--- config.mk ---
export PLATFORM = sky130hd
export DESIGN_NAME = line_pixel_rasterizer
export DESIGN_NICKNAME = d
export VERILOG_FILES = /design/src/lpr_pkg.sv /design/src/line_pixel_rasterizer.sv
export VERILOG_INCLUDE_DIRS = /design/src /design/src/src
export SDC_FILE = /design/constraint.sdc
export NUM_CORES = 1
export LEC_CHECK = 0
export BUFFER_PORTS_ARGS = -buffer_cell sky130_fd_sc_hd__buf_4
export CORE_MARGIN = 10
export CORE_UTILIZATION = 57
export DETAILED_ROUTE_END_ITERATION = 7
export PLACE_DENSITY = 0.8
export SKIP_LAST_GASP = 1
export SLEW_MARGIN = 10
export SYNTH_ARGS = -nofsm -noshare
export SYNTH_HDL_FRONTEND = slang
export SYNTH_SLANG_ARGS = --single-unit
--- constraint.sdc ---
create_clock -name clk_i -period 10.7 [get_ports clk_i]
set_input_delay 1.07 -clock clk_i [delete_from_list [all_inputs] [get_ports clk_i]]
set_output_delay 1.07 -clock clk_i [all_outputs]
set_load 0.05 [all_outputs]
--- src/line_pixel_rasterizer_macros.svh ---
// Assertion macros shared by the line pixel rasterizer RTL.
// Needs a clk_i in the scope where a macro is used; LPR_ASSERT also needs an active-low rst_ni.
`ifndef LINE_PIXEL_RASTERIZER_MACROS_SVH
`define LINE_PIXEL_RASTERIZER_MACROS_SVH

// Check a property on every rising clock edge outside reset.
`define LPR_ASSERT(lbl, prop, msg) \
  lbl: assert property (@(posedge clk_i) disable iff (!rst_ni) (prop)) else $error(msg);

// Check a property that must also hold while reset is asserted.
`define LPR_ASSERT_ALWAYS(lbl, prop, msg) \
  lbl: assert property (@(posedge clk_i) (prop)) else $error(msg);

`endif

--- src/lpr_pkg.sv ---
// Shared types and constants for the line pixel rasterizer.
// No dependencies; imported by line_pixel_rasterizer, its checker and its testbench.
package lpr_pkg;

  // Default geometry
  localparam int unsigned COORD_BITS_DEF = 8;
  localparam int unsigned ROW_TOP_DEF    = 159;

  // Fixed field widths on the ports
  localparam int unsigned IN_COORD_W = 8;
  localparam int unsigned PIX_W      = 16;
  localparam int unsigned IN_DATA_W  = 4 * IN_COORD_W;
  localparam int unsigned OUT_DATA_W = 3 * PIX_W;

  // Request kinds carried on tuser
  typedef enum logic {
    OP_START   = 1'b0,
    OP_ADVANCE = 1'b1
  } op_e;

  // Configuration register indexes
  typedef enum logic {
    CFG_ORIENTATION = 1'b0,
    CFG_PIXEL_COLOR = 1'b1
  } cfg_idx_e;

  // Walk direction flags; ymaj is the lowest bit
  typedef struct packed {
    logic ydn;
    logic xdn;
    logic ymaj;
  } step_flags_t;

  // One result pixel, column in the lowest bits
  typedef struct packed {
    logic             last;
    logic [PIX_W-1:0] color;
    logic [PIX_W-1:0] row;
    logic [PIX_W-1:0] column;
  } pixel_t;

endpackage

--- src/line_pixel_rasterizer.sv ---
// Bresenham line pixel generator: start requests load endpoints, advance
// requests step the walk. Holds the walk state, config and output buffering.
// Depends on lpr_pkg and line_pixel_rasterizer_macros.svh.
// Each pixel is registered in the output register, or in the skid entry on a stall.
// Throughput: one request per cycle when not stalled; the step logic is a single add/compare pass.
// An output register plus one skid entry keep s_axis_tready high until both hold pixels.
// Reset (async, active low): no line active, both output entries empty,
// orientation portrait, pixel color 0xFFFF.
`include "line_pixel_rasterizer_macros.svh"

module line_pixel_rasterizer
  import lpr_pkg::*;
#(
  parameter int unsigned COORD_BITS = COORD_BITS_DEF,
  parameter int unsigned ROW_TOP    = ROW_TOP_DEF
) (
  input  logic                  clk_i,
  input  logic                  rst_ni,
  // Configuration write channel
  input  logic                  cfg_valid_i,
  output logic                  cfg_ready_o,
  input  logic                  cfg_index_i,
  input  logic [PIX_W-1:0]      cfg_data_i,
  // Request stream
  input  logic                  s_axis_tvalid,
  output logic                  s_axis_tready,
  // tdata: start_x [7:0], start_y [15:8], end_x [23:16], end_y [31:24]
  input  logic [IN_DATA_W-1:0]  s_axis_tdata,
  // tuser: operation [0]
  input  logic                  s_axis_tuser,
  // Pixel stream
  output logic                  m_axis_tvalid,
  input  logic                  m_axis_tready,
  // tdata: column [15:0], row [31:16], color [47:32]
  output logic [OUT_DATA_W-1:0] m_axis_tdata,
  output logic                  m_axis_tlast
);

  localparam int unsigned CB = COORD_BITS;
  localparam int unsigned EW = COORD_BITS + 2;
  localparam logic [PIX_W-1:0] ROW_TOP_W = PIX_W'(ROW_TOP);

  // Configuration registers
  logic             orient_q;
  logic [PIX_W-1:0] color_q;

  // Walk state
  logic              active_q, active_d;
  logic [CB-1:0]     cur_col_q, cur_col_d, cur_row_q, cur_row_d;
  logic [CB-1:0]     stop_col_q, stop_row_q;
  logic [CB-1:0]     dmaj_q, dmin_q;
  logic [EW-1:0]     err_q, err_d;
  step_flags_t       flags_q;

  // Output register and skid entry
  logic   out_valid_q, out_valid_d, skid_valid_q, skid_valid_d;
  pixel_t out_pix_q, out_pix_d, skid_pix_q, skid_pix_d;

  // Request decode
  logic    accept, produce, is_start;
  logic [CB-1:0] x1, y1, x2, y2;

  assign accept   = s_axis_tvalid && s_axis_tready;
  assign is_start = (op_e'(s_axis_tuser) == OP_START);
  assign produce  = accept && (is_start || active_q);
  assign x1 = CB'(s_axis_tdata[IN_COORD_W-1:0]);
  assign y1 = CB'(s_axis_tdata[2*IN_COORD_W-1:IN_COORD_W]);
  assign x2 = CB'(s_axis_tdata[3*IN_COORD_W-1:2*IN_COORD_W]);
  assign y2 = CB'(s_axis_tdata[4*IN_COORD_W-1:3*IN_COORD_W]);

  // Set up a new line from the endpoints
  logic [CB-1:0] dx, dy;
  logic [CB-1:0] ini_cur_col, ini_cur_row, ini_stop_col, ini_stop_row;
  logic [CB-1:0] ini_dmaj, ini_dmin;
  step_flags_t   ini_flags;

  always_comb begin
    dx = (x2 > x1) ? x2 - x1 : x1 - x2;
    dy = (y2 > y1) ? y2 - y1 : y1 - y2;
    ini_flags = '0;
    if (y1 == y2) begin
      ini_cur_col  = (x1 < x2) ? x1 : x2;
      ini_stop_col = (x1 < x2) ? x2 : x1;
      ini_cur_row  = y1;
      ini_stop_row = y1;
      ini_dmaj     = dx;
      ini_dmin     = '0;
    end else if (x1 == x2) begin
      ini_cur_row    = (y1 < y2) ? y1 : y2;
      ini_stop_row   = (y1 < y2) ? y2 : y1;
      ini_cur_col    = x1;
      ini_stop_col   = x1;
      ini_dmaj       = dy;
      ini_dmin       = '0;
      ini_flags.ymaj = 1'b1;
    end else begin
      ini_cur_col    = x1;
      ini_cur_row    = y1;
      ini_stop_col   = x2;
      ini_stop_row   = y2;
      ini_flags.xdn  = !(x2 > x1);
      ini_flags.ydn  = !(y2 > y1);
      ini_flags.ymaj = (dx < dy);
      ini_dmaj       = (dx < dy) ? dy : dx;
      ini_dmin       = (dx < dy) ? dx : dy;
    end
  end

  // Pick the state the pixel comes from
  logic [CB-1:0] sel_cur_col, sel_cur_row, sel_stop_col, sel_stop_row;
  logic [CB-1:0] sel_dmaj, sel_dmin;
  logic [EW-1:0] sel_err;
  step_flags_t   sel_flags;

  always_comb begin
    if (is_start) begin
      sel_cur_col  = ini_cur_col;
      sel_cur_row  = ini_cur_row;
      sel_stop_col = ini_stop_col;
      sel_stop_row = ini_stop_row;
      sel_dmaj     = ini_dmaj;
      sel_dmin     = ini_dmin;
      sel_flags    = ini_flags;
      sel_err      = -EW'(ini_dmaj >> 1);
    end else begin
      sel_cur_col  = cur_col_q;
      sel_cur_row  = cur_row_q;
      sel_stop_col = stop_col_q;
      sel_stop_row = stop_row_q;
      sel_dmaj     = dmaj_q;
      sel_dmin     = dmin_q;
      sel_flags    = flags_q;
      sel_err      = err_q;
    end
  end

  // One Bresenham step: emit the current pixel, advance the position
  logic          fin, minor_step;
  logic [EW-1:0] err_add;
  logic [CB-1:0] col_step, row_step;

  always_comb begin
    fin        = sel_flags.ymaj ? (sel_cur_row == sel_stop_row)
                                : (sel_cur_col == sel_stop_col);
    err_add    = sel_err + EW'(sel_dmin);
    minor_step = (sel_dmin != '0) && !err_add[EW-1];
    col_step   = sel_flags.xdn ? sel_cur_col - 1'b1 : sel_cur_col + 1'b1;
    row_step   = sel_flags.ydn ? sel_cur_row - 1'b1 : sel_cur_row + 1'b1;
    err_d      = minor_step ? err_add - EW'(sel_dmaj) : err_add;
    if (sel_flags.ymaj) begin
      cur_row_d = row_step;
      cur_col_d = minor_step ? col_step : sel_cur_col;
    end else begin
      cur_col_d = col_step;
      cur_row_d = minor_step ? row_step : sel_cur_row;
    end
    active_d = !fin;
  end

  // Map the pixel to physical addresses
  pixel_t new_pix;

  always_comb begin
    if (orient_q) begin
      new_pix.column = PIX_W'(sel_cur_row);
      new_pix.row    = ROW_TOP_W - PIX_W'(sel_cur_col);
    end else begin
      new_pix.column = PIX_W'(sel_cur_col);
      new_pix.row    = PIX_W'(sel_cur_row);
    end
    new_pix.color = color_q;
    new_pix.last  = fin;
  end

  // Configuration writes
  assign cfg_ready_o = 1'b1;

  always_ff @(posedge clk_i or negedge rst_ni) begin
    if (!rst_ni) begin
      orient_q <= 1'b0;
      color_q  <= '1;
    end else if (cfg_valid_i) begin
      case (cfg_idx_e'(cfg_index_i))
        CFG_ORIENTATION: orient_q <= cfg_data_i[0];
        CFG_PIXEL_COLOR: color_q  <= cfg_data_i;
        default: ;
      endcase
    end
  end

  // Walk state update
  always_ff @(posedge clk_i or negedge rst_ni) begin
    if (!rst_ni) begin
      active_q   <= 1'b0;
      cur_col_q  <= '0;
      cur_row_q  <= '0;
      stop_col_q <= '0;
      stop_row_q <= '0;
      dmaj_q     <= '0;
      dmin_q     <= '0;
      err_q      <= '0;
      flags_q    <= '0;
    end else if (produce) begin
      active_q   <= active_d;
      cur_col_q  <= cur_col_d;
      cur_row_q  <= cur_row_d;
      stop_col_q <= sel_stop_col;
      stop_row_q <= sel_stop_row;
      dmaj_q     <= sel_dmaj;
      dmin_q     <= sel_dmin;
      err_q      <= err_d;
      flags_q    <= sel_flags;
    end
  end

  // Output register with one skid entry
  always_comb begin
    out_valid_d  = out_valid_q;
    out_pix_d    = out_pix_q;
    skid_valid_d = skid_valid_q;
    skid_pix_d   = skid_pix_q;
    if (!out_valid_q || m_axis_tready) begin
      out_valid_d  = skid_valid_q || produce;
      out_pix_d    = skid_valid_q ? skid_pix_q : new_pix;
      skid_valid_d = 1'b0;
    end else if (produce) begin
      skid_valid_d = 1'b1;
      skid_pix_d   = new_pix;
    end
  end

  always_ff @(posedge clk_i or negedge rst_ni) begin
    if (!rst_ni) begin
      out_valid_q  <= 1'b0;
      skid_valid_q <= 1'b0;
    end else begin
      out_valid_q  <= out_valid_d;
      skid_valid_q <= skid_valid_d;
    end
  end

  always_ff @(posedge clk_i) begin
    out_pix_q  <= out_pix_d;
    skid_pix_q <= skid_pix_d;
  end

  assign s_axis_tready = !skid_valid_q;
  assign m_axis_tvalid = out_valid_q;
  assign m_axis_tdata  = {out_pix_q.color, out_pix_q.row, out_pix_q.column};
  assign m_axis_tlast  = out_pix_q.last;

  // Checks
  `LPR_ASSERT_ALWAYS(a_cfg_always_ready, cfg_ready_o, "config channel not ready")
  `LPR_ASSERT(a_skid_behind_out, !skid_valid_q || out_valid_q, "skid full with output empty")
  `LPR_ASSERT(a_last_ends_line, (produce && fin) |=> !active_q, "line still active after last pixel")
  `LPR_ASSERT(a_idle_advance_silent, (accept && !is_start && !active_q && !out_valid_q) |=> !m_axis_tvalid, "pixel from advance while idle")
  `LPR_ASSERT(a_err_not_positive, !active_q || err_q[EW-1] || (err_q == '0), "error term positive during walk")

endmodule

==> metrics.log <==
[metrics] Hold Fails Final Rpt: 0
[metrics] area of the core: 18,830 um2
[metrics] CP max stage cell: sky130_fd_sc_hd__or3_1
[metrics] P_int: 1847 uW
[metrics] instance count after placement with tap cells included: 1,462
[metrics] maximum number of pins on one net before global-route repair: 82
[metrics] number of synthesized flops with an enable pin: 68
[metrics] number of global-route vias before repair: about 9k
[metrics] non-filler instance count after layout: 1,494
[metrics] leakage component of the power: ~0.0053 uW
[metrics] main area contributors after synthesis: sky130_fd_sc_hd__edfxtp_1, sky130_fd_sc_hd__dfrtp_1, sky130_fd_sc_hd__ha_1
[metrics] # hold bufs at CTS: 0
[metrics] H-tree depth reported by CTS: 4
[metrics] Hold WC Path Type: flip-flop to flip-flop
[metrics] combined area of the multi-input logic cells: ~6300 um2
[metrics] post-CTS setup buffer count: 0
[metrics] clk sinks: 149
[metrics] crit start category: input pin
[metrics] worst path setup slack after routing: 1132 ps
[metrics] mean post-synth cell area: 9.467 um2
[metrics] port bufs: 97
[metrics] endpoint type of the worst setup path: flip-flop
[metrics] CTS tree: done
[metrics] number of buffers and inverters on the critical path: 3
[metrics] Yosys Warn Count: 0
[metrics] synthesis-to-finish area growth: 12.73%
[metrics] gr ovfl total: 0
[metrics] Detailed Routing Iterations Pass 1: 5
[metrics] starting density of the core: 58.22%
[metrics] via count: 9,118
[metrics] power share of the clock group: 17.4%
[metrics] CTS clk-pin slew, worst paths: 60 ps
[metrics] Most common cell on crit path: sky130_fd_sc_hd__ha_1
[metrics] PostCTS Resize Cnt: 0
[metrics] switching power share of the total: between 40% and 50%
[metrics] Max-cap violations: 0
[metrics] aggregate negative setup slack: 0 ps
[metrics] total setup violations reported at the end of the flow: 0
[metrics] Total Wirelength: a little under 30 mm
[metrics] total half-perimeter wirelength after legalization and detailed placement: 21.74 mm
[metrics] logic gate share of total power: 56.5%
[metrics] most instantiated flip-flop cell in the synthesis netlist: sky130_fd_sc_hd__edfxtp_1
[metrics] number of buffers on the longest clock path: 2
[metrics] wire length of the first global-routing pass: around 47 mm
[metrics] root cell of the clock tree: sky130_fd_sc_hd__clkbuf_16
[metrics] width of the chip: 158.7 um
[metrics] final setup skew: around 12 ps
[metrics] Worst Tran Pin Value: 1100 ps
[metrics] Core Rows: 50
[metrics] Vias per Instance: 6.103
[metrics] power density relative to cell area: 268.5 nW/um2
[metrics] fmax: 104.5 MHz
[metrics] cell count after synthesis: 1,158
[metrics] Tot Pwr: 3318 uW
[metrics] post-synth top area share: 18.63%
[metrics] Iteration-0 DRC Markers: 933
[metrics] unrepaired setup endpoints after global routing: false
[metrics] footprint of the flip-flops and latches: roughly 4100 um2
[metrics] number of pins exceeding their max-slew limit in the final report: 0
[metrics] critical path class: input pin to flip-flop
[metrics] cell with the most instances after synthesis: sky130_fd_sc_hd__nand2_1
[metrics] die outline area: between 20,000 and 30,000 um2
[metrics] result of the run: completed
[metrics] Max-Slew Margin vs Limit: 26.44%
[metrics] library cells used by synthesis: between 80 and 90
[metrics] DR WL/cell: 19.82 um
[metrics] antenna violations before repair: 0
[metrics] GR Util All Layers: 23.51%
[metrics] VDD IR-drop max: 388.0 uV
[metrics] part of the cycle the worst path needs: 89.42%
[metrics] total of fill cells in the finished design: 1,466
[metrics] data arrival time at the worst-slack endpoint: 9900 ps
[metrics] sequential-to-total area share from yosys stat: between 30% and 40%
[metrics] die height: 158.7 um
[metrics] Ant. Diodes: 0
[metrics] remaining number of nets flagged by the antenna check after routing: 0
[metrics] Largest stage delay, worst path: approximately 640 ps
[metrics] Crit path required time: 11,030 ps
[metrics] Final Net Count: 1,351
[metrics] weighted congestion reported at the end of routability-driven placement: around 0.96
[metrics] setup slack at placement: 954.4 ps
[metrics] commonest cells in the synthesized netlist: sky130_fd_sc_hd__nand2_1, sky130_fd_sc_hd__mux2_2, sky130_fd_sc_hd__edfxtp_1, sky130_fd_sc_hd__o21ai_0, sky130_fd_sc_hd__ha_1
[metrics] TritonCTS Buffers: 17
[metrics] Remaining DRCs: 0
[metrics] proportion of power drawn by flip-flops and latches: 26.1%
[metrics] total of flip-flops plus latches after synthesis: between 100 and 150
[metrics] clock latency reported for the late side of the worst-skew pair: 440 ps
[metrics] Switch Pwr: 1471 uW
[metrics] share of flip-flops with an asynchronous set or reset after synthesis: 54.36%
[metrics] largest fanout of any net on the critical path: 15
[metrics] Mapped Area: 10,960 um2
[metrics] biggest area consumer among synthesized cells: sky130_fd_sc_hd__edfxtp_1
[metrics] count of boundary I/O pins: 107
[metrics] family with the most delay on the worst path: compound AO/OA/AOI/OAI gates
[metrics] final critical path time including I/O delays and setup: approximately 9600 ps
[metrics] layout cell share with drive strength beyond 1: 21.47%
[cells by family after synthesis]
family	count (synthesis)	share of synthesized area (%)
other cells	2	0.06850
simple gates	314	13.50
buf+inv	142	5.638
mux	113	11.25
compound gates	313	19.09
xor+xnor	48	3.835
flops	149	37.30
fa+ha+maj	77	9.313
[path summary, 6_finish.rpt]
check | from | end | slack [ps] | cells past startpoint
min reg2reg | active_q | active_q | 480 | 2
max reg2reg | dmin_q[1] | err_q[0] | 6610 | 14
min | active_q | active_q | 480 | 2
max | s_axis_tdata[14] | err_q[0] | 1130 | 36
min in group asynchronous | rst_ni | err_q[6] | 550 | 1
max in group asynchronous | rst_ni | stop_col_q[1] | 9080 | 2
[cells in the final DEF (no fill, tap or decap), types with 16 or more instances in the layout]
master,n
sky130_fd_sc_hd__inv_1,66
sky130_fd_sc_hd__dfrtp_1,65
sky130_fd_sc_hd__clkbuf_16,17
sky130_fd_sc_hd__xor2_1,20
sky130_fd_sc_hd__nor3_1,16
sky130_fd_sc_hd__mux2_2,74
sky130_fd_sc_hd__buf_4,112
sky130_fd_sc_hd__a21oi_1,65
sky130_fd_sc_hd__nand2_1,124
sky130_fd_sc_hd__o21ai_0,68
sky130_fd_sc_hd__edfxtp_1,68
sky130_fd_sc_hd__o21ai_1,16
sky130_fd_sc_hd__dfstp_2,16
sky130_fd_sc_hd__a21o_1,30
sky130_fd_sc_hd__ha_1,67
sky130_fd_sc_hd__nand3_1,34
sky130_fd_sc_hd__xnor2_1,28
sky130_fd_sc_hd__nor2_1,59
sky130_fd_sc_hd__mux2i_1,37
[power groups by stage]
stage / logic (uW) / registers, uW / clock network (uW)
after floorplan: 1320 / 956 / 0
after global placement: 1800 / 866 / 0
after detailed placement: 1830 / 873 / 0
after CTS: 1850 / 864 / 576
after global routing: 2060 / 884 / 602
final: 1880 / 866 / 576
[sequential cells by signal, summed over array words and instances, names as in the netlist, 3 cells and up]
name and cells:
color_q 16, cur_col_q 8, cur_row_q 8, dmaj_q 8, dmin_q 8, err_q 10, flags_q 3, m_axis_tdata 33
skid_pix_q 34, stop_col_q 8, stop_row_q 8
[routing by layer]
layer	routed length [um]	up-vias	track usage [%]	share of wire, %
li1	-	4345	-	-
met1	12530	4357	30.59	42
met4	830	0	7.675	2.8
met5	0	-	0	0
met3	2016	60	5.019	6.8
met2	14230	356	38.17	48
[cell type report]
class / instances / area share [%]
clock buffers: 18 / 3.473
clock inverters: 14 / 1.012
inverters: 67 / 2.035
multi-input cells: 874 / 50.96
flip-flops and latches: 149 / 33.09
well taps: 260 / 2.632
repair buffers: 112 / 6.804
[per-stage QoR]
stage / cell area [um2] / hold slack (ps) / utilization (%)
floorplan: 10990 / 444.6 / -
global placement: 11800 / 456.8 / 62.68
detailed placement: 11800 / 465.4 / 62.68
CTS: 12360 / 479.9 / 65.63
global route: 12360 / 497.2 / 65.63
finish: 12360 / 475.6 / 65.63
[worst reg2reg max path: cells and delay by family, from the launching register on]
family	cells	cell delay [ps]
flops	1	380
compound gates	9	1880
fa+ha+maj	1	320
simple gates	3	1240
xor+xnor	1	180
Power figures use the tool's default switching activity.
